`src/sv/histogram_mtf_stretch_core_assert.svh`:
```
// Assertion macros shared by the histogram MTF stretch RTL.
// Needs nothing else; included by the files that carry assertions.
`ifndef HISTOGRAM_MTF_STRETCH_CORE_ASSERT_SVH
`define HISTOGRAM_MTF_STRETCH_CORE_ASSERT_SVH

// Same-cycle implication, disabled during reset.
`define HMTF_ASSERT_NOW(lbl, clk, rst_n, ante, cons) \
    lbl: assert property (@(posedge clk) disable iff (!rst_n) (ante) |-> (cons)) \
        else $error("hmtf assertion failed");

// Next-cycle implication, disabled during reset.
`define HMTF_ASSERT_NEXT(lbl, clk, rst_n, ante, cons) \
    lbl: assert property (@(posedge clk) disable iff (!rst_n) (ante) |=> (cons)) \
        else $error("hmtf assertion failed");

`endif

```
`src/sv/hmtf_pkg.sv`:
```
// Shared types and constants of the histogram MTF stretch block.
// No dependencies; imported by every module of the block.
package hmtf_pkg;

    localparam int CFG_IDX_W = 3;

    typedef enum logic [CFG_IDX_W-1:0] {
        REG_SHADOWS    = 3'd0,
        REG_HIGHLIGHTS = 3'd1,
        REG_MIDTONES   = 3'd2,
        REG_OUT_LOW    = 3'd3,
        REG_OUT_HIGH   = 3'd4
    } t_reg_idx;

    // Pixel class: clipped to low end, clipped to high end, or computed.
    typedef enum logic [2:0] {
        CLS_LO  = 3'b001,
        CLS_HI  = 3'b010,
        CLS_MID = 3'b100
    } t_cls;

    // Control that travels with each word down the pipe.
    typedef struct packed {
        logic valid;
        t_cls cls;
    } t_fwd;

endpackage

```
`src/sv/hmtf_front.sv`:
```
// Front end: classify pixel, rescale, and form MTF numerator and denominator.
// Four registered stages; uses hmtf_pkg and the assertion macro header.
`include "histogram_mtf_stretch_core_assert.svh"

module hmtf_front
    import hmtf_pkg::*;
#(
    parameter int PIXEL_BITS = 16
) (
    input  logic                    i_clk,
    input  logic                    i_rst_n,
    input  logic                    i_valid,
    output logic                    o_ready,
    input  logic [PIXEL_BITS-1:0]   i_pixel,
    input  logic [PIXEL_BITS-1:0]   i_shadows,
    input  logic [PIXEL_BITS-1:0]   i_highlights,
    input  logic [PIXEL_BITS-1:0]   i_midtones,
    output t_fwd                    o_fwd,
    output logic [2*PIXEL_BITS-1:0] o_num,
    output logic [2*PIXEL_BITS-1:0] o_den,
    input  logic                    i_ready
);

    localparam int PW = PIXEL_BITS;
    localparam int DW = 2 * PIXEL_BITS;
    localparam logic [PW-1:0] FULL_SCALE = {PW{1'b1}};
    localparam logic [PW-1:0] HALF_CODE  = {1'b1, {(PW-1){1'b0}}};

    logic w_rdy1, w_rdy2, w_rdy3, w_rdy4;

    // stage 1: class, offset a = p - s, range r = h - s
    t_fwd            r1_fwd;
    logic [PW-1:0]   r1_a, r1_r;
    t_cls            n1_cls;

    // stage 2: |r - 2a| and its sign
    t_fwd            r2_fwd;
    logic [PW-1:0]   r2_a, r2_r;
    logic [PW:0]     r2_d;
    logic            r2_neg;
    logic [PW:0]     w_a2, w_r_ext, n2_d;
    logic            n2_neg;

    // stage 3: products
    t_fwd            r3_fwd;
    logic [PW-1:0]   r3_a, r3_r;
    logic            r3_neg, r3_half;
    logic [DW-1:0]   r3_mul1, r3_fa;
    logic [DW:0]     r3_mul2;

    // stage 4: num / den
    t_fwd            r4_fwd;
    logic [DW-1:0]   r4_num, r4_den;
    logic [DW:0]     w_den_full;

    assign w_rdy4  = ~r4_fwd.valid | i_ready;
    assign w_rdy3  = ~r3_fwd.valid | w_rdy4;
    assign w_rdy2  = ~r2_fwd.valid | w_rdy3;
    assign w_rdy1  = ~r1_fwd.valid | w_rdy2;
    assign o_ready = w_rdy1;

    always_comb begin
        if (i_pixel <= i_shadows) begin
            n1_cls = CLS_LO;
        end else if (i_pixel >= i_highlights) begin
            n1_cls = CLS_HI;
        end else begin
            n1_cls = CLS_MID;
        end
    end

    assign w_a2    = {r1_a, 1'b0};
    assign w_r_ext = {1'b0, r1_r};
    assign n2_neg  = w_r_ext < w_a2;
    assign n2_d    = n2_neg ? (w_a2 - w_r_ext) : (w_r_ext - w_a2);

    assign w_den_full = r3_neg ? ({1'b0, r3_fa} - r3_mul2) : ({1'b0, r3_fa} + r3_mul2);

    always_ff @(posedge i_clk) begin
        if (!i_rst_n) begin
            r1_fwd.valid <= 1'b0;
            r2_fwd.valid <= 1'b0;
            r3_fwd.valid <= 1'b0;
            r4_fwd.valid <= 1'b0;
        end else begin
            if (w_rdy1) begin
                r1_fwd.valid <= i_valid;
                r1_fwd.cls   <= n1_cls;
            end
            if (w_rdy2) begin
                r2_fwd <= r1_fwd;
            end
            if (w_rdy3) begin
                r3_fwd <= r2_fwd;
            end
            if (w_rdy4) begin
                r4_fwd <= r3_fwd;
            end
        end
    end

    always_ff @(posedge i_clk) begin
        if (w_rdy1) begin
            r1_a <= i_pixel - i_shadows;
            r1_r <= i_highlights - i_shadows;
        end
        if (w_rdy2) begin
            r2_a   <= r1_a;
            r2_r   <= r1_r;
            r2_d   <= n2_d;
            r2_neg <= n2_neg;
        end
        if (w_rdy3) begin
            r3_a    <= r2_a;
            r3_r    <= r2_r;
            r3_neg  <= r2_neg;
            r3_half <= (i_midtones == HALF_CODE);
            r3_mul1 <= {{PW{1'b0}}, FULL_SCALE - i_midtones} * {{PW{1'b0}}, r2_a};
            r3_mul2 <= {{(PW+1){1'b0}}, i_midtones} * {{PW{1'b0}}, r2_d};
            r3_fa   <= {r2_a, {PW{1'b0}}} - {{PW{1'b0}}, r2_a};
        end
        if (w_rdy4) begin
            if (r3_half) begin
                r4_num <= {{PW{1'b0}}, r3_a};
                r4_den <= {{PW{1'b0}}, r3_r};
            end else begin
                r4_num <= r3_mul1;
                r4_den <= w_den_full[DW-1:0];
            end
        end
    end

    assign o_fwd = r4_fwd;
    assign o_num = r4_num;
    assign o_den = r4_den;

    `HMTF_ASSERT_NOW(a_num_le_den, i_clk, i_rst_n,
        r4_fwd.valid && (r4_fwd.cls == CLS_MID), r4_num <= r4_den)
    `HMTF_ASSERT_NOW(a_den_nonzero, i_clk, i_rst_n,
        r4_fwd.valid && (r4_fwd.cls == CLS_MID), r4_den != '0)

endmodule

```
`config.mk`:
```
export PLATFORM = sky130hd
export DESIGN_NAME = hmtf_front
export DESIGN_NICKNAME = d
export VERILOG_FILES = /design/src/sv/hmtf_pkg.sv /design/src/sv/hmtf_front.sv
export VERILOG_INCLUDE_DIRS = /design/src /design/src/sv
export SDC_FILE = /design/constraint.sdc
export NUM_CORES = 2
export LEC_CHECK = 0
export ABC_AREA = 1
export BUFFER_PORTS_ARGS = -buffer_cell sky130_fd_sc_hd__buf_2
export CORE_MARGIN = 5
export CORE_UTILIZATION = 45
export DETAILED_ROUTE_END_ITERATION = 8
export GPL_ROUTABILITY_DRIVEN = 0
export HOLD_SLACK_MARGIN = 0.12
export SLEW_MARGIN = 20
export SYNTH_ARGS = -nofsm -noshare
export SYNTH_HDL_FRONTEND = slang
export SYNTH_SLANG_ARGS = --single-unit
```
`constraint.sdc`:
```
create_clock -name i_clk -period 20.1 [get_ports i_clk]
set_input_delay 4.02 -clock i_clk [delete_from_list [all_inputs] [get_ports i_clk]]
set_output_delay 4.02 -clock i_clk [all_outputs]
set_load 0.01 [all_outputs]
```
==> run summary <==
Fin. Hold Viols - 0
largest stage delay on the critical path - 0.25 ns
number of global-route vias before repair - 27900
register area share after synthesis - 24.7%
final slew viol count - 0
critical path, cell by cell - buf_2, nor2_1, inv_2, nor2_1, inv_6, nor2_1, inv_2, nor2_1, inv_1, buf_4, buf_2
TNS Setup - 0 ns
Die Y - 289 um
Port Buffers - 136
CP Max Fanout - 65
drt first-iter violations - 1874
Max Used Layer - met5
gr usage total - 23.1%
Syn Nets - 5167
Rel. slew slack - 34.2%
core area - 0.0775 sq mm
Post-Syn Area - 0.0351 sq mm
Most used DFF post-synth - edfxtp_1
vias per cell - 5.07
pin count of the biggest net entering global routing - 69
most frequent cells in the layout - nand2_1 (1171), inv_1 (953), fa_1 (406), nor2_1 (384), ha_1 (315)
Crit Path Category - in -> out
clk sink count - 290
cell mode on critical path - nor2_1
outcome - finished, final reports clean
initial antenna violation count - 4
wl on met1 - 42100 um
critical path's top delay family - buffers and inverters
CP max-delay cell - buf_4
final wirelength - 95300 um
Num CTS Buffers - 35
die width - 289 um
worst-margin pin slew - 0.988 ns
first-pass iteration count of the detailed router - 5
Req. time, crit path - 16.08 ns
setup bufs post-CTS - 0
Synth Warn # - 0
Crit path buffers/inverters - 7
Initial Util - 45.4%
Final setup viols - 0
hold path startpoint - r2_r[4]
RSZ-0062 raised after global routing - false
worst-skew pair later-pin latency - 0.57 ns
Mean Syn Cell Area - 8.03 sq um
crit path time final - 9.77 ns
maximum clock insertion buffer count - 3
hold buffers post-CTS - 0
most common cell after layout, fill and taps aside - nand2_1
TritonCTS clock tree - built
worst reg2reg path startpoint - r2_a[1]
met2 routed WL - 43700 um
met3 wire len - 6420 um
Resized cells post-CTS - 0
final setup skew - 0.0286 ns
Area growth syn-to-layout - 7.61%
Post-synth ARST share - 0%
first-pass GRT wire length - 152000 um
DR DRC count - 0
Critical path origin - i_ready
critical path startpoint category - primary input
Final nets - 5227
clk slew on worst S/H paths - 0.07 ns
total die area - 0.0838 sq mm
critical path capture point type - output port
Vias - 27900
# IOs - 137
Avg WL per Cell - 17.3 um
crit path DAT - 5.75 ns
Tcrit/Tclk final - 48.6%
fraction of layout cells with a size suffix above 1 - 5.85%
Congestion Overflow GR - 0
Yosys cell types - 48
post-route ant nets - 0
Hold Path Class - reg -> reg
max cap viols - 0
Row Count - 102
Post-synth EDFFs - 286
Peak Freq - 0.102 GHz
#FFs+latches synth - 290
Mapped Cells - 4378
H-tree Lvls - 2
clock root buffer - clkbuf_16
detailed placement HPWL - 77000 um
-- worst paths after layout --
check	to	slack [ns]	cells after the start
min reg2reg	r3_r[4]	0.41	0
max	o_ready	10.33	11
min	r3_r[4]	0.41	0
max reg2reg	r3_mul1[29]	13.89	19
-- cells in the mapped netlist (11+ instances only) --
cell,number,share of area [%]
edfxtp_1,286,24
nand2_1,1171,13
o21ai_0,98,1.4
a21oi_1,175,2.5
clkbuf_1,95,1.0
nand2_2,11,0.20
nor2_1,384,4.1
nor3_1,27,0.38
nand3_1,144,2.1
xor2_1,113,2.8
xnor2_1,21,0.52
buf_1,12,0.13
inv_1,956,10
nand4_1,32,0.57
fa_1,406,23
ha_1,315,11
-- through the flow --
stage / hold WS (ns) / worst slack, ns / utilization (%) / std cells / instance area (sq um)
after global placement: 0.402 / 10.26 / 47.4 / 5441 / 36700
after detailed placement: 0.405 / 10.24 / 47.4 / 5441 / 36700
after floorplan: 0.400 / 5.97 / - / 4378 / 35100
after CTS: 0.405 / 10.24 / 48.8 / 5501 / 37800
after global routing: 0.420 / 10.06 / 48.8 / 5501 / 37800
final: 0.405 / 10.33 / 48.8 / 5504 / 37800
-- final cells by class --
type	count	area (sq um)
Clock inverter	22	226
Antenna cell	3	7.51
Clock buffer	38	887
Sequential cell	290	8670
Fill cell	7671	39600
Tap cell	1040	1300
Inverter	970	3650
Timing Repair Buffer	154	816
Multi-Input combinational cell	2987	22300
-- sequential cells by signal (all words and copies together) (netlist names), 16 cells and up --
name,count
r3_fa,31
r3_mul2,32
o_den,32
r2_r,16
r3_mul1,32
o_num,32
r1_a,16
r2_a,16
r1_r,16
r3_a,16
r3_r,16
r2_d,16
-- layer usage --
metal / global-route usage (%) / vias up
met3: 3.25 / 165
li1: - / 13400
met4: 7.11 / 4
met2: 37.8 / 876
met1: 32.1 / 13400
met5: 0 / -
-- worst reg2reg max path, delay by kind of cell (launching register included) --
| kind | cells | cell delay (ns) |
|---|---|---|
| adder cells (fa/ha/maj) | 7 | 2.95 |
| flip-flops | 1 | 0.89 |
| AND/OR/NAND/NOR | 7 | 0.86 |
| buffers and inverters | 3 | 0.66 |
| AO/OA/AOI/OAI | 2 | 0.61 |
-- cell families after synthesis --
group,synth area share [%]
AOI/OAI and AO/OA,4.89
xor gates and xnor gates,3.34
adders and majority gates,34.3
buffers and inverters,12.0
DFF,24.7
and+or+nand+nor,20.8
Power is not shown: default switching activity piles up to over one toggle a cycle in this logic, so the estimate is an artifact.
