File: config.mk
export PLATFORM = sky130hd
export DESIGN_NAME = hmtf_cell
export DESIGN_NICKNAME = d
export VERILOG_FILES = /design/src/sv/hmtf_pkg.sv /design/src/sv/hmtf_cell.sv
export VERILOG_INCLUDE_DIRS = /design/src /design/src/sv
export SDC_FILE = /design/constraint.sdc
export NUM_CORES = 1
export LEC_CHECK = 0
export BUFFER_PORTS_ARGS = -buffer_cell sky130_fd_sc_hd__buf_2
export CORE_UTILIZATION = 45
export DETAILED_ROUTE_END_ITERATION = 8
export PLACE_DENSITY = 0.72
export SETUP_SLACK_MARGIN = 0.02
export SYNTH_ARGS = -nofsm -noshare
export SYNTH_HDL_FRONTEND = slang
export SYNTH_SLANG_ARGS = --single-unit
File: constraint.sdc
create_clock -name i_clk -period 5.05 [get_ports i_clk]
set_input_delay 0 -clock i_clk [delete_from_list [all_inputs] [get_ports i_clk]]
set_output_delay 0 -clock i_clk [all_outputs]
set_load 0.05 [all_outputs]
File: src/sv/histogram_mtf_stretch_core_assert.svh
// Assertion macros shared by the histogram MTF stretch RTL.
// Needs nothing else; included by the files that carry assertions.
`ifndef HISTOGRAM_MTF_STRETCH_CORE_ASSERT_SVH
`define HISTOGRAM_MTF_STRETCH_CORE_ASSERT_SVH

// Same-cycle implication, disabled during reset.
`define HMTF_ASSERT_NOW(lbl, clk, rst_n, ante, cons) \
    lbl: assert property (@(posedge clk) disable iff (!rst_n) (ante) |-> (cons)) \
        else $error("hmtf assertion failed");

// Next-cycle implication, disabled during reset.
`define HMTF_ASSERT_NEXT(lbl, clk, rst_n, ante, cons) \
    lbl: assert property (@(posedge clk) disable iff (!rst_n) (ante) |=> (cons)) \
        else $error("hmtf assertion failed");

`endif

File: src/sv/hmtf_pkg.sv
// Shared types and constants of the histogram MTF stretch block.
// No dependencies; imported by every module of the block.
package hmtf_pkg;

    localparam int CFG_IDX_W = 3;

    typedef enum logic [CFG_IDX_W-1:0] {
        REG_SHADOWS    = 3'd0,
        REG_HIGHLIGHTS = 3'd1,
        REG_MIDTONES   = 3'd2,
        REG_OUT_LOW    = 3'd3,
        REG_OUT_HIGH   = 3'd4
    } t_reg_idx;

    // Pixel class: clipped to low end, clipped to high end, or computed.
    typedef enum logic [2:0] {
        CLS_LO  = 3'b001,
        CLS_HI  = 3'b010,
        CLS_MID = 3'b100
    } t_cls;

    // Control that travels with each word down the pipe.
    typedef struct packed {
        logic valid;
        t_cls cls;
    } t_fwd;

endpackage

File: src/sv/hmtf_cell.sv
// One cell of the scaling chain: folds one span bit into q and remainder.
// Uses hmtf_pkg and the assertion macro header.
`include "histogram_mtf_stretch_core_assert.svh"

module hmtf_cell
    import hmtf_pkg::*;
#(
    parameter int PIXEL_BITS = 16
) (
    input  logic                    i_clk,
    input  logic                    i_rst_n,
    input  t_fwd                    i_fwd,
    output logic                    o_ready,
    input  logic [2*PIXEL_BITS-1:0] i_num,
    input  logic [2*PIXEL_BITS-1:0] i_den,
    input  logic [2*PIXEL_BITS-1:0] i_rem,
    input  logic [PIXEL_BITS-1:0]   i_q,
    input  logic                    i_span_bit,
    output t_fwd                    o_fwd,
    output logic [2*PIXEL_BITS-1:0] o_num,
    output logic [2*PIXEL_BITS-1:0] o_den,
    output logic [2*PIXEL_BITS-1:0] o_rem,
    output logic [PIXEL_BITS-1:0]   o_q,
    input  logic                    i_ready
);

    localparam int PW = PIXEL_BITS;
    localparam int DW = 2 * PIXEL_BITS;

    t_fwd           r_fwd;
    logic [DW-1:0]  r_num, r_den, r_rem;
    logic [PW-1:0]  r_q;

    logic [DW+1:0]  w_t, w_den1, w_den2, w_tr;
    logic [1:0]     w_k;
    logic [PW:0]    w_qx;
    logic [DW-1:0]  n_rem;
    logic [PW-1:0]  n_q;

    // t = 2*rem + bit*num < 3*den, so one of three quotient digits 0..2
    assign w_t    = {1'b0, i_rem, 1'b0} + (i_span_bit ? {2'b00, i_num} : '0);
    assign w_den1 = {2'b00, i_den};
    assign w_den2 = {1'b0, i_den, 1'b0};

    always_comb begin
        if (w_t >= w_den2) begin
            w_tr = w_t - w_den2;
            w_k  = 2'd2;
        end else if (w_t >= w_den1) begin
            w_tr = w_t - w_den1;
            w_k  = 2'd1;
        end else begin
            w_tr = w_t;
            w_k  = 2'd0;
        end
    end

    assign w_qx  = {i_q, 1'b0} + {{(PW-1){1'b0}}, w_k};
    assign n_rem = w_tr[DW-1:0];
    assign n_q   = w_qx[PW-1:0];

    assign o_ready = ~r_fwd.valid | i_ready;

    always_ff @(posedge i_clk) begin
        if (!i_rst_n) begin
            r_fwd.valid <= 1'b0;
        end else if (o_ready) begin
            r_fwd <= i_fwd;
        end
    end

    always_ff @(posedge i_clk) begin
        if (o_ready) begin
            r_num <= i_num;
            r_den <= i_den;
            r_rem <= n_rem;
            r_q   <= n_q;
        end
    end

    assign o_fwd = r_fwd;
    assign o_num = r_num;
    assign o_den = r_den;
    assign o_rem = r_rem;
    assign o_q   = r_q;

    `HMTF_ASSERT_NOW(a_rem_lt_den, i_clk, i_rst_n,
        r_fwd.valid && (r_fwd.cls == CLS_MID), r_rem < r_den)

endmodule

==> qor.txt, run 1 <==
crit path DAT = 5.06 ns
Core Rows = 53
gr ovfl total = 0
Reg area = 3470 sq um
Avg WL per Cell = 16.5 um
post-synth cell types = 75
Worst-path clk slew = 0.06 ns
gpl congestion = 0.914
critical path type = in2reg
Worst-Margin Slew = 0.820 ns
final setup vio count = 0
Vias per Instance = 5.43
failing checks = design-rule violations
number of global-route vias before repair = 8837
combinational share of power = 52.2%
hold path start = i_span_bit
initial antenna violation count = 0
max_cap viols = 0
most frequent cells in the layout = buf_2 (234), edfxtp_1 (115), buf_4 (99)
most common cell after layout, fill and taps aside = buf_2
critical path required time = 5.22 ns
Clk Latency, worst-skew pair = 0.43 ns
Clock power frac = 23.8%
Leak Pwr = 6.39 nW
cell count after synthesis = 995
routed via count = 9266
Clk Tree Root Cell = clkbuf_16
warnings from Yosys = 0
initial DRC count = 651
total core area = 21000 sq um
chip height = 148 um
CTS HTree Levels = 4
Mapped Nets = 1215
Cell Pwr Density = 407 nW/um^2
syn avg cell area = 9.68 sq um
Clock Tree Buf Depth = 2
antenna cell count = 0
input/output buffers = 235
first-pass GRT wire length = 43.7 mm
largest net degree at the start of global routing = 61
sequential power share = 24.0%
final hold vios = 0
R2R Setup Slk = 2.99 ns
I/O pins = 237
Finished Layout Cells = 1706
worst r2r src = o_fwd[3]$_SDFFE_PN0N_
Syn-to-layout area delta = 42.7%
cell taking the most area after synthesis = edfxtp_1
area of the multi-input gates = 6180 sq um
Crit Path Max Fanout = 5
clock skew = 0.00861 ns
Die ar. = 22000 sq um
Setup crit start kind = primary input
critical path capture point type = flip-flop
total global-route track usage = 25.4%
Post-synth EDFFs = 115
Mapped Area = 9640 sq um
outcome = complete, but fails checks
residual DRC count = 2
Async S/R FF share, synth = 0%
sw power = 0.00234 W
dpl cells = 1579
post-route minimum period = 4.89 ns
Tcrit/Tclk final = 96.9%
Hold Crit Class = in2reg
worst rel slew slack = 45.3%
initial core utilization = 45.8%
FILL cells = 1657
CTS tree = yes
layout cells sized above 1 = 31.0%
register area share after synthesis = 36.0%
register bit total from synthesis = 116
Post-Route WL = 28.2 mm
Final HPWL DP = 21.3 mm
crit path launch = i_num[15]
final setup TNS = 0 ns
ranking of synthesized cells by area = edfxtp_1 (36%), ha_1 (13%), xnor2_1 (5.2%), a21oi_1 (4.6%), mux2i_1 (3.9%)
Die X = 148 um
Switching Share = 41.8%
Top FF cell, synth = edfxtp_1
post-synth top area share = 35.8%
internal power = 0.00325 W
fin. max-slew vios = 0
CTS Buf Count = 17
Clock Sinks = 116
final-stage net count = 1638
max frequency = 204 MHz
Max VDD drop = 251 uV
DRT Pass-1 Iters = 7
Detail Route Antenna Nets = 0
[cell type report]
| type | count | area share (%) |
|---|---|---|
| repair buffers | 425 | 21.0 |
| well taps | 275 | 2.50 |
| clock inverters | 14 | 1.52 |
| multi-input cells | 798 | 45.0 |
| clock buffers | 18 | 3.12 |
| flip-flops and latches | 116 | 25.3 |
| inverters | 60 | 1.64 |
[synth_stat cells, drive strengths merged (7+ instances only)]
library cell,count
o31ai,8
nand4,14
nor2b,12
ha,97
and3,10
nor4,8
nor2,50
a211oi,11
buf,9
a21o,33
o21a,24
nand2b,8
a211o,7
mux2i,38
clkbuf,12
xor2,36
nor3,15
nand3,20
o21bai,13
xnor2,57
edfxtp,115
nand2,83
o21ai,64
and2,34
a21oi,90
inv,60
[kinds of logic after synthesis]
kind of cell,share of synthesized area (%)
AO/OA/AOI/OAI,20.8
AND/OR/NAND/NOR,13.9
flip-flops,36.0
adder cells (fa/ha/maj),13.2
XOR/XNOR,8.45
buffers and inverters,3.66
multiplexers,3.95
[power groups by stage]
| stage | combinational [W] | clock [W] | sequential [W] |
|---|---|---|---|
| final | 0.00292 | 0.00133 | 0.00134 |
| after global routing | 0.00314 | 0.00140 | 0.00136 |
| after CTS | 0.00282 | 0.00136 | 0.00134 |
| after detailed placement | 0.00275 | 0 | 0.00136 |
| after global placement | 0.00273 | 0 | 0.00136 |
| after floorplan | 0.00135 | 0 | 0.00203 |
[worst paths after layout]
check,end,cells past startpoint
worst max-delay path,o_q[11]$_DFFE_PN_,25
worst max register to register,o_num[20]$_DFFE_PN_,2
worst min-delay path,o_rem[0]$_DFFE_PN_,3
worst min register to register,o_den[16]$_DFFE_PN_,1
[worst max-delay path: stages]
cell and delay [ns]:
dlygate4sd3_1 0.53, buf_2 0.13, and2_4 0.16, ha_4 0.25, and3_1 0.18, o21a_1 0.18
a311o_1 0.36, a21oi_4 0.22, o311ai_4 0.11, o21a_1 0.21, nor2_2 0.13, xnor2_2 0.14
ha_1 0.27, a21o_1 0.16, a21o_1 0.17, a21o_1 0.17, a21o_1 0.19, a221o_1 0.32
a21o_1 0.18, a211o_4 0.37, ha_4 0.18, ha_4 0.17, nand3_4 0.07, nor2_4 0.06
xor2_1 0.14
[layer usage]
metal | share of wire [%] | routed length [um] | track usage, %
met4 | 1.8 | 506 | 7.99
met1 | 46 | 13000 | 35.1
met2 | 45 | 12700 | 40.3
met5 | 0 | 0 | 0
met3 | 7.4 | 2090 | 4.45
[repair_timing]
action                                  in CTS  in global routing
hold endpoints to repair                    86                  0
buffers inserted                             0                 10
gates resized for setup                      0                 58
hold buffers                                85                  0
endpoints found under the setup margin       0                 46
[stage by stage]
| stage | hold WS, ns | cell area [sq um] | setup slack [ns] | power, W | utilization (%) |
|---|---|---|---|---|---|
| after floorplan | 0.0989 | 9710 | 0.0285 | 0.00338 | - |
| after global placement | 0.177 | 11900 | -0.101 | 0.00409 | 56.6 |
| after detailed placement | 0.183 | 11900 | -0.248 | 0.00411 | 56.6 |
| after CTS | 0.147 | 13400 | 0.0262 | 0.00552 | 63.6 |
| after global routing | 0.189 | 13700 | -0.0260 | 0.00589 | 65.4 |
| final | 0.181 | 13700 | 0.156 | 0.00559 | 65.4 |
[sequential cells by signal, summed over array words and instances (netlist names)]
register	flops
o_num	32
o_rem	32
o_fwd	4
o_den	32
o_q	16
Power figures use the tool's default switching activity.
==> inputs of run 2 (changes only) <==
--- a/config.mk
+++ b/config.mk
@@ -6,10 +6,9 @@
 export SDC_FILE = /design/constraint.sdc
 export NUM_CORES = 1
 export LEC_CHECK = 0
-export BUFFER_PORTS_ARGS = -buffer_cell sky130_fd_sc_hd__buf_2
 export CORE_UTILIZATION = 45
 export DETAILED_ROUTE_END_ITERATION = 8
-export PLACE_DENSITY = 0.72
+export DONT_BUFFER_PORTS = 1
 export SETUP_SLACK_MARGIN = 0.02
 export SYNTH_ARGS = -nofsm -noshare
 export SYNTH_HDL_FRONTEND = slang
==> qor.txt, run 2 (synthesis gave the netlist of run 1 again) <==
Die X = 148 um
final-stage net count = 1368
CTS tree = yes
critical path type = in2reg
CTS HTree Levels = 4
max_cap viols = 0
Leak Pwr = 5.20 nW
Max VDD drop = 207 uV
Switching Share = 43.4%
Worst-Margin Slew = 1.07 ns
Crit path max-delay family = compound AO/OA/AOI/OAI gates
Core Rows = 53
initial antenna violation count = 1
I/O pins = 237
Clock power frac = 24.0%
input/output buffers = 0
crit-path cells = and2_1, ha_4, fa_2, a211o_1, a21oi_2, a22oi_2, a21o_1, a21o_1, nand3_2, a311oi_2, xor2_1, ha_1, a21oi_2, o21ai_2, nor3_1, a21oi_1, a211o_1, nor2b_2, a21o_1, a211o_4, ha_4, ha_4, dlygate4sd3_1
most common cell after layout, fill and taps aside = edfxtp_1
WHS Endpoint = o_q[14]$_DFFE_PN_
critical path required time = 5.22 ns
first-pass GRT wire length = 41.1 mm
combinational share of power = 36.8%
Final HPWL DP = 20.2 mm
routed via count = 8107
worst r2r src = o_fwd[3]$_SDFFE_PN0N_
worst hold stages = 3
Hold Crit Class = in2reg
delay of the slowest cell on the worst path = 0.54 ns
Tcrit/Tclk final = 95.7%
DP Area = 10400 sq um
max frequency = 207 MHz
critical path capture point type = flip-flop
hold path start = i_q[10]
layout cells sized above 1 = 12.8%
total global-route track usage = 24.3%
Slowest cell on crit path = dlygate4sd3_1
CTS Buf Count = 17
gpl congestion = 0.926
Clk Latency, worst-skew pair = 0.42 ns
Cell Pwr Density = 434 nW/um^2
largest net degree at the start of global routing = 69
Crit Path Max Fanout = 3
Finished Core Util = 57.2%
chip height = 148 um
Finished Layout Cells = 1436
number of global-route vias before repair = 7768
failing checks = design-rule violations
R2R depth = 2
initial DRC count = 431
Detail Route Antenna Nets = 0
final hold vios = 0
crit path launch = i_num[1]
Setup crit start kind = primary input
Syn-to-layout area delta = 24.8%
initial core utilization = 45.8%
most frequent cells in the layout = edfxtp_1 (115), ha_1 (89), dlygate4sd3_1 (87)
sequential power share = 39.2%
residual DRC count = 2
antenna cell count = 0
worst r2r dst = o_num[20]$_DFFE_PN_
final setup vio count = 0
Clock Sinks = 116
final setup TNS = 0 ns
Clk Tree Root Cell = clkbuf_16
crit path DAT = 5.00 ns
Post-Route WL = 26.9 mm
clock skew = 0.00922 ns
Buf+Inv Stages, Crit Path = 1
worst rel slew slack = 28.4%
fin. max-slew vios = 0
Vias per Instance = 5.65
total core area = 21000 sq um
Clock Tree Buf Depth = 2
fin area = 12000 sq um
internal power = 0.00296 W
Avg WL per Cell = 18.7 um
outcome = complete, but fails checks
sw power = 0.00226 W
DRT Pass-1 Iters = 9
dpl cells = 1310
R2R Setup Slk = 2.61 ns
gr ovfl total = 0
post-route minimum period = 4.83 ns
Worst-path clk slew = 0.06 ns
Die ar. = 22000 sq um
run 2: area by class of cell:
class	instances	area (sq um)
clock buffers	17	425
inverters	60	225
repair buffers	155	1390
fillers	1860	8990
well taps	275	344
multi-input cells	798	5990
clock inverters	15	180
flip-flops and latches	116	3470
run 2: repair_timing:
action | 4_1_cts | 5_1_grt
endpoints found under the setup margin | 0 | 6
buffers inserted | 0 | 7
endpoints found under the hold margin | 88 | 0
resized for setup | 0 | 24
hold buffers | 87 | 0
run 2: how the worst max path moves through the flow:
stage / endpoint / slack (ns) / depth (start not counted)
4_1_cts: o_q[2]$_DFFE_PN_ / 0.09 / 23
6_report: o_q[2]$_DFFE_PN_ / 0.22 / 23
5_1_grt: o_q[2]$_DFFE_PN_ / -0.04 / 23
3_5_place_dp: o_q[15]$_DFFE_PN_ / -0.09 / 26
3_3_place_gp: o_rem[31]$_DFFE_PN_ / -0.01 / 22
2_1_floorplan: o_q[15]$_DFFE_PN_ / 0.03 / 27
run 2: per-layer routing:
layer	global-route usage [%]	vias up	routed length (um)
li1	-	4019	-
met1	35.2	3731	13100
met2	35.9	335	11300
met3	4.91	22	2090
met4	7.63	0	403
met5	0	-	0
run 2: power by group through the flow:
stage          clock (W)  combinational [W]  sequential [W]
6_report         0.00125            0.00192         0.00205
4_1_cts          0.00127            0.00186         0.00205
2_1_floorplan          0            0.00135         0.00203
3_5_place_dp           0            0.00179         0.00207
5_1_grt          0.00131            0.00211         0.00206
3_3_place_gp           0            0.00178         0.00207
run 2: worst reg2reg max path, delay by kind of cell, from the launching register on:
family	cells	cell delay, ns
flip-flops	1	0.49
buffers and inverters	1	0.67
AND/OR/NAND/NOR	1	0.85
run 2: stage by stage:
stage | hold WS (ns) | setup WS, ns | total power, W
after floorplan | 0.0989 | 0.0285 | 0.00338
after global placement | 0.0989 | -0.0149 | 0.00385
after detailed placement | 0.0989 | -0.0935 | 0.00386
after CTS | 0.0103 | 0.0930 | 0.00519
after global routing | 0.0437 | -0.0362 | 0.00549
final | 0.0236 | 0.217 | 0.00522
