==> src/sv/histogram_mtf_stretch_core_assert.svh <==
// Assertion macros shared by the histogram MTF stretch RTL.
// Needs nothing else; included by the files that carry assertions.
`ifndef HISTOGRAM_MTF_STRETCH_CORE_ASSERT_SVH
`define HISTOGRAM_MTF_STRETCH_CORE_ASSERT_SVH

// Same-cycle implication, disabled during reset.
`define HMTF_ASSERT_NOW(lbl, clk, rst_n, ante, cons) \
    lbl: assert property (@(posedge clk) disable iff (!rst_n) (ante) |-> (cons)) \
        else $error("hmtf assertion failed");

// Next-cycle implication, disabled during reset.
`define HMTF_ASSERT_NEXT(lbl, clk, rst_n, ante, cons) \
    lbl: assert property (@(posedge clk) disable iff (!rst_n) (ante) |=> (cons)) \
        else $error("hmtf assertion failed");

`endif

==> src/sv/hmtf_pkg.sv <==
// Shared types and constants of the histogram MTF stretch block.
// No dependencies; imported by every module of the block.
package hmtf_pkg;

    localparam int CFG_IDX_W = 3;

    typedef enum logic [CFG_IDX_W-1:0] {
        REG_SHADOWS    = 3'd0,
        REG_HIGHLIGHTS = 3'd1,
        REG_MIDTONES   = 3'd2,
        REG_OUT_LOW    = 3'd3,
        REG_OUT_HIGH   = 3'd4
    } t_reg_idx;

    // Pixel class: clipped to low end, clipped to high end, or computed.
    typedef enum logic [2:0] {
        CLS_LO  = 3'b001,
        CLS_HI  = 3'b010,
        CLS_MID = 3'b100
    } t_cls;

    // Control that travels with each word down the pipe.
    typedef struct packed {
        logic valid;
        t_cls cls;
    } t_fwd;

endpackage

==> src/sv/hmtf_round.sv <==
// Output stage: round the scaled quotient, offset from output low, select ends.
// Uses hmtf_pkg and the assertion macro header; holds the output register.
`include "histogram_mtf_stretch_core_assert.svh"

module hmtf_round
    import hmtf_pkg::*;
#(
    parameter int PIXEL_BITS = 16
) (
    input  logic                    i_clk,
    input  logic                    i_rst_n,
    input  t_fwd                    i_fwd,
    output logic                    o_ready,
    input  logic [2*PIXEL_BITS-1:0] i_num,
    input  logic [2*PIXEL_BITS-1:0] i_rem,
    input  logic [2*PIXEL_BITS-1:0] i_den,
    input  logic [PIXEL_BITS-1:0]   i_q,
    input  logic [PIXEL_BITS-1:0]   i_out_low,
    input  logic [PIXEL_BITS-1:0]   i_out_high,
    input  logic                    i_up,
    output logic                    o_valid,
    output logic [PIXEL_BITS-1:0]   o_pixel,
    input  logic                    i_ready
);

    localparam int PW = PIXEL_BITS;
    localparam int DW = 2 * PIXEL_BITS;

    logic           r_valid;
    logic [PW-1:0]  r_pixel;

    logic [DW:0]    w_rem2, w_den_ext;
    logic           w_rnd;
    logic [PW-1:0]  w_qr;
    logic [PW-1:0]  n_pixel;

    assign w_rem2    = {i_rem, 1'b0};
    assign w_den_ext = {1'b0, i_den};
    // ties round the quotient up on a rising map, down on an inverted one
    assign w_rnd     = i_up ? (w_rem2 >= w_den_ext) : (w_rem2 > w_den_ext);
    assign w_qr      = i_q + {{(PW-1){1'b0}}, w_rnd};

    always_comb begin
        case (i_fwd.cls)
            CLS_LO:  n_pixel = i_out_low;
            CLS_HI:  n_pixel = i_out_high;
            default: n_pixel = i_up ? (i_out_low + w_qr) : (i_out_low - w_qr);
        endcase
    end

    assign o_ready = ~r_valid | i_ready;

    always_ff @(posedge i_clk) begin
        if (!i_rst_n) begin
            r_valid <= 1'b0;
        end else if (o_ready) begin
            r_valid <= i_fwd.valid;
        end
    end

    always_ff @(posedge i_clk) begin
        if (o_ready) begin
            r_pixel <= n_pixel;
        end
    end

    assign o_valid = r_valid;
    assign o_pixel = r_pixel;

    // scaled fraction stays within 0..1 all the way down the chain
    `HMTF_ASSERT_NOW(a_tail_num_le_den, i_clk, i_rst_n,
        i_fwd.valid && (i_fwd.cls == CLS_MID), i_num <= i_den)
    `HMTF_ASSERT_NOW(a_tail_rem_lt_den, i_clk, i_rst_n,
        i_fwd.valid && (i_fwd.cls == CLS_MID), i_rem < i_den)

endmodule

==> config.mk <==
export PLATFORM = sky130hd
export DESIGN_NAME = hmtf_round
export DESIGN_NICKNAME = d
export VERILOG_FILES = /design/src/sv/hmtf_pkg.sv /design/src/sv/hmtf_round.sv
export VERILOG_INCLUDE_DIRS = /design/src /design/src/sv
export SDC_FILE = /design/constraint.sdc
export NUM_CORES = 1
export LEC_CHECK = 0
export ABC_AREA = 1
export ABC_CLOCK_PERIOD_IN_PS = 4200
export BUFFER_PORTS_ARGS = -buffer_cell sky130_fd_sc_hd__buf_4
export CAP_MARGIN = 15
export CORE_MARGIN = 10
export CORE_UTILIZATION = 40
export DETAILED_ROUTE_END_ITERATION = 6
export PLACE_DENSITY_LB_ADDON = 0.3
export SETUP_SLACK_MARGIN = 0.1
export SLEW_MARGIN = 0
export SYNTH_ARGS = -nofsm -noshare
export SYNTH_HDL_FRONTEND = slang
export SYNTH_SLANG_ARGS = --single-unit
==> constraint.sdc <==
create_clock -name i_clk -period 4.2 [get_ports i_clk]
set_input_delay 0.42 -clock i_clk [delete_from_list [all_inputs] [get_ports i_clk]]
set_output_delay 0.42 -clock i_clk [all_outputs]
set_load 0.005 [all_outputs]
==> impl_results.md, run 1 <==
* Post-Route WL at 12300 um
* Drt wl/cell at 15.2 um
* Cell count after synthesis at 509
* Switch Pwr at 478 uW
* Final core occ at 72.5%
* Max Root-Sink Buffers at 2
* Detailed placement HPWL at 9340 um
* Number of synthesized flops with an enable pin at 16
* Avg Inst Size Synth at 6.38 um2
* Worst Hold Class: input port to register
* CTS HTree Levels at 1
* RSZ-0062 raised after global routing: yes
* Nets at 913
* Die height at 110 um
* Max Cap Viol at 0
* Crit path required time at 4.21 ns
* Clk root buf: clkbuf_8
* Pre-CTS setup slack at -0.548 ns
* Failing checks: negative setup slack
* Die Width at 110 um
* Final setup vio count at 6
* CP most frequent cell: ha_4
* Final ANT Viol Nets at 0
* Vias in the first global route at 4064
* Initial DRT Pass Iterations at 5
* Kind of critical path: input port to register
* Post-CTS Hold Buffers at 0
* DP Area at 4870 um2
* ANT cells at 0
* Leak at 0.00283 uW
* Distinct cells, synth at 38
* Hold Vio Cnt, Final at 0
* Peak fanout along the critical path at 4
* Final instance area at 5660 um2
* Internal at 730 uW
* Effective utilization at floorplan at 41.6%
* Full die area at 12100 um2
* Seq/Total Area, Yosys at 15.4%
* CP arrival at 4.35 ns
* Clk sinks at 17
* Max Clk Rate at 230 MHz
* Io pins at 170
* Rows at 32
* IO buf count at 137
* Min Clock Period, post-route at 4.34 ns
* Share of cells above drive strength 1 at 46.9%
* Setup crit start kind: input port
* Ys async rst share at 0%
* Cell Area, Synth at 3250 um2
* Crit-path leading delay family: simple AND/OR/NAND/NOR gates
* Skew-Pair Late Insertion Delay at 0.25 ns
* Max Slew Vio Count at 0
* Largest net degree at the start of global routing at 19
* Worst setup margin at -0.139 ns
* Synth top area share at 19.6%
* Final Skew at 0.00211 ns
* First-pass GRT wire length at 17800 um
* Vias at 4164
* Fillers at 578
* Initial antenna violation count at 0
* Core Footprint at 7810 um2
* Slowest stage cell on the critical path: ha_4
* Syn nets at 713
* Post-synth top cells: nand2_1, inv_1, ha_1
* Setup TNS Final at -0.384 ns
* Most frequent cell after synthesis: nand2_1
* Placer Congestion at 0.931
* Sw Ratio at 39.5%
* Final hold slack at 0.440 ns
* All-layer global routing usage at 17.5%
* Clock network power share at 9.9%
* GR Overflow Total at 0
* Via density at 5.14
* DRC at 0
* Combinational power share at 69.6%
* Synth area leaders: ha_1, nand2_1, edfxtp_1
* Share of power burned in registers at 20.5%
* CTS Buf Count at 3
* CP Capture Type: register
* Area delta synth->final at 74.2%
* Peak VDD IR at 0.0000924 V
* Synth Register Bits at 17
* Power density over cell area at 213 nW/um2
* Crit share post-route at 103%
* Actual slew at the worst max-slew pin at 0.692 ns
* Syn. warnings at 0
* Crit-path max cell delay at 0.26 ns
* Relative slew margins at 53.8%
* CTS tree: done
* Area leader, netlist: ha_1
* Status: complete, but fails checks
* Most used DFF post-synth: edfxtp_1
* Clock-pin slew on the worst setup and hold paths at 0.06 ns
* Worst Path Buf+Inv at 6
* Initial DRC Count at 127
-- placed cells by master, fill, tap and decap left out, types with 2 or more instances in the layout --
cell and count:
a211oi_2 2, a21oi_1 18, a21oi_2 15, a21oi_4 3, buf_4 192, buf_6 7, clkbuf_8 3, edfxtp_1 16
ha_1 29, ha_4 21, inv_1 78, inv_2 6, inv_4 4, nand2_1 106, nand2_2 18, nand2_4 9
nand3_1 35, nand3_2 6, nand3_4 3, nand4_1 26, nor2_1 19, nor2_2 7, nor2_4 9, nor3_1 5
nor3_2 3, nor3_4 2, o21ai_0 6, o21ai_1 8, o21ai_2 7, o21bai_4 2, o221ai_1 2, or2_1 2
or2_2 2, xnor2_1 6, xor2_1 10
-- timing repair --
item,4_1_cts,5_1_grt
pin swaps,43,37
buffers inserted,5,9
endpoints found under the setup margin,10,12
resized for setup,58,85
-- area by class of cell --
class	count	area, um2	area share (%)
well taps	102	128	2.25
inverters	90	360	6.37
repair buffers	200	1540	27.1
clock buffers	3	41.3	0.729
multi-input cells	397	3090	54.6
clock inverters	1	5.00	0.0884
flip-flops and latches	17	500	8.84
-- final timing paths --
path                                 from     endpoint  slack [ns]  cells past startpoint
worst max-delay path            i_den[31]  o_pixel[14]       -0.14                     32
worst min-delay path              i_rst_n      o_valid        0.44                      2
worst max register to register    o_valid   o_pixel[6]        3.00                      1
worst min register to register    o_valid   o_pixel[5]        1.08                      1
-- power groups by stage --
stage               clock, uW  sequential, uW  combinational, uW
floorplan                   0             257                317
global placement            0             250                615
detailed placement          0             252                635
CTS                       122             248                689
global route              132             251                917
finish                    119             247                841
-- through the flow --
stage	std cells	total power, uW
final	810	1210
after global placement	792	865
after detailed placement	792	887
after CTS	801	1060
after floorplan	509	574
after global routing	810	1300
-- registers in the layout, indices dropped and copies added (netlist names) --
signal and flops:
o_pixel 16, o_valid 1
-- routing by layer --
layer | up-vias | GRT usage (%) | share of wire, %
li1 | 2107 | - | -
met1 | 1879 | 20.5 | 39
met2 | 154 | 32.7 | 51
met3 | 24 | 2.84 | 8.2
met4 | 0 | 3.85 | 1.7
met5 | - | 0 | 0
-- logic make-up (layout without fill, tap and decap cells) --
group           after synthesis  after routing  share of synthesized area (%)
buf+inv                      95            294                           11.2
compound gates               70             70                           11.9
xor+xnor                     17             17                           4.58
flops                        17             17                           15.4
fa+ha+maj                    52             52                           20.3
simple gates                258            258                           36.7
(Power assumes the default switching activity.)
==> run 2, diff against run 1 <==
--- a/config.mk
+++ b/config.mk
@@ -6,7 +6,6 @@
 export SDC_FILE = /design/constraint.sdc
 export NUM_CORES = 1
 export LEC_CHECK = 0
-export ABC_AREA = 1
 export ABC_CLOCK_PERIOD_IN_PS = 4200
 export BUFFER_PORTS_ARGS = -buffer_cell sky130_fd_sc_hd__buf_4
 export CAP_MARGIN = 15
==> impl_results.md, run 2 <==
* Ys async rst share at 0% (unchanged)
* DRC at 0 (unchanged)
* Failing checks: negative setup slack
* Synth Register Bits at 17 (unchanged)
* Max Clk Rate at 199 MHz (-14%)
* Setup TNS Final at -5.22 ns (-4.84 ns)
* Peak fanout along the critical path at 5 (+1)
* Pre-CTS setup slack at -1.07 ns (-0.518 ns)
* Worst Path Buf+Inv at 2 (-4)
* Synth top area share at 19.8% (+0.14 points)
* Commonest non-fill, non-tap cell in the layout: buf_4
* Actual slew at the worst max-slew pin at 0.767 ns (+0.0747 ns)
* Kind of critical path: input port to register
* Cells on worst reg2reg path at 1 (unchanged)
* Crit-path leading delay family: compound AO/OA/AOI/OAI gates
* Post-CTS Hold Buffers at 0 (unchanged)
* Clk root buf: clkbuf_8
* Min Clock Period, post-route at 5.02 ns (+0.680 ns)
* Cell count after synthesis at 388 (-24%)
* Post-Route WL at 11700 um (-4.8%)
* CTS tree: done
* RSZ-0062 raised after global routing: yes
* Final core occ at 70.1% (-2.4 points)
* Placer Congestion at 0.921 (-1.1%)
* Slowest stage cell on the critical path: a221o_1
* Share of cells above drive strength 1 at 49.3% (+2.4 points)
* Drt wl/cell at 16.5 um (+8.7%)
* Syn. warnings at 0 (unchanged)
* Skew-Pair Late Insertion Delay at 0.25 ns (about the same)
* Largest net degree at the start of global routing at 19 (unchanged)
* Core Footprint at 7770 um2 (-0.51%)
* Hold Vio Cnt, Final at 0 (unchanged)
* R2R setup slack at 2.97 ns (-0.03 ns)
* Hold Path Origin: i_fwd[3]
* Max Slew Vio Count at 0 (unchanged)
* Post-synth top cells: ha_1, inv_1, xnor2_1
* Cell Area, Synth at 3230 um2 (-0.73%)
* Vias at 3802 (-8.7%)
* Max Root-Sink Buffers at 2 (unchanged)
* Io pins at 170 (unchanged)
* Relative slew margins at 48.9% (-4.9 points)
* Status: complete, but fails checks
* CP Capture Type: register
* CP arrival at 5.12 ns (+0.77 ns)
* Worst Hold Depth at 3 (+1)
* Crit-path max cell delay at 0.31 ns (+0.05 ns)
* Peak VDD IR at 0.000123 V (+33%)
* Setup crit start kind: input port
* Final ANT Viol Nets at 0 (unchanged)
* Area of the multi-input gates at 2820 um2 (-8.7%)
* GR Overflow Total at 0 (unchanged)
* Area leader, netlist: ha_1
* Die height at 110 um (-0.30%)
* Worst hold endpoint: o_valid
* Initial DRT Pass Iterations at 4 (-1)
* Most used DFF post-synth: edfxtp_1
* All-layer global routing usage at 18.0% (+0.42 points)
* Power density over cell area at 218 nW/um2 (+2.3%)
* Most frequent cell after synthesis: ha_1
* Via density at 5.36 (+4.3%)
* CTS Buf Count at 3 (unchanged)
* Leak at 0.00260 uW (-8.0%)
* Rows at 32 (unchanged)
* Number of synthesized flops with an enable pin at 16 (unchanged)
* CTS HTree Levels at 1 (unchanged)
* Fillers at 574 (-0.69%)
* Detailed placement HPWL at 9170 um (-1.8%)
* Vias in the first global route at 3876 (-4.6%)
* IO buf count at 137 (unchanged)
* Max FFs per register at 16 (unchanged)
* Final setup vio count at 10 (+4)
* Clk sinks at 17 (unchanged)
* CP most frequent cell: o21ai_1
* Max Cap Viol at 0 (unchanged)
* Full die area at 12100 um2 (-0.60%)
* ANT cells at 0 (unchanged)
* Area delta synth->final at 68.7%
* RR Endpoint: o_pixel[4]
* Worst setup margin at -0.819 ns (-0.680 ns)
* Synth area leaders: ha_1, edfxtp_1, xnor2_1
* Distinct cells, synth at 65 (+71%)
* Effective utilization at floorplan at 41.5% (-0.092 points)
* Nets at 812 (-11%)
* Crit share post-route at 120% (+16 points)
* Storage element area at 500 um2 (unchanged)
* Clock-pin slew on the worst setup and hold paths at 0.06 ns (about the same)
* Die Width at 110 um (-0.30%)
* Syn nets at 592 (-17%)
* Initial antenna violation count at 0 (unchanged)
* Seq/Total Area, Yosys at 15.5% (+0.11 points)
* Worst Hold Class: input port to register
* First-pass GRT wire length at 18100 um (+1.6%)
* Crit path required time at 4.30 ns (+0.09 ns)
* Final Skew at 0.00480 ns (+0.00269 ns)
* RR Startpoint: o_valid
* Initial DRC Count at 130 (+2.4%)
* Most frequent cells in the layout: buf_4, ha_1, inv_1
* Avg Inst Size Synth at 8.31 um2 (+30%)
-- run 2: logic make-up after synthesis --
logic type,count (synthesis),share of synthesized area (%)
and+or+nand+nor,92,16.4
adders and majority gates,52,20.4
xor gates and xnor gates,45,12.6
muxes,2,0.659
AOI/OAI and AO/OA,124,26.4
buffers and inverters,56,7.95
DFF,17,15.5
-- run 2: power by group --
part / switching (uW) / total (uW) / internal [uW]
combinational: 362 / 810 / 448
sequential: 12.2 / 261 / 248
clock: 52.1 / 118 / 65.7
-- run 2: repair_timing --
action	4_1_cts	5_1_grt
setup endpoints to repair	11	12
setup buffers	16	6
pin swaps	38	16
gates resized for setup	40	15
hold endpoints to repair	0	0
-- run 2: final cells by class --
class	instances	area share, %
clock buffer	3	0.759
multi-input combinational	315	51.9
timing repair buffer	231	32.9
tap	102	2.34
clock inverter	1	0.0920
inverter	40	2.90
sequential	17	9.20
-- run 2: per-stage QoR --
stage | total power (uW) | std cells | area (um2) | hold slack, ns
3_3_place_gp | 926 | 683 | 4950 | 0.678
6_report | 1190 | 709 | 5440 | 0.433
5_1_grt | 1280 | 709 | 5440 | 0.435
2_1_floorplan | 619 | 388 | 3360 | 0.559
3_5_place_dp | 946 | 683 | 4950 | 0.702
4_1_cts | 1140 | 703 | 5330 | 0.439
-- run 2: worst max-delay path by stage --
stage | from | endpoint | cells after the start
5_1_grt | i_den[1] | o_pixel[15] | 27
3_3_place_gp | i_den[1] | o_pixel[15] | 27
3_5_place_dp | i_den[1] | o_pixel[15] | 27
6_report | i_den[1] | o_pixel[15] | 27
2_1_floorplan | i_den[1] | o_pixel[15] | 26
4_1_cts | i_den[1] | o_pixel[15] | 28
-- run 2: routing by layer --
metal | share of wire, % | up-vias | GRT usage (%)
met2 | 51 | 146 | 33.3
met4 | 2.5 | 0 | 4.93
met3 | 8.3 | 23 | 3.69
li1 | - | 1888 | -
met1 | 38 | 1745 | 20.1
met5 | 0 | - | 0
-- run 2: tightest hold or removal path: cells and delay by family --
| kind | cells | cell delay, ns |
|---|---|---|
| buf+inv | 2 | 0.14 |
| compound gates | 1 | 0.07 |
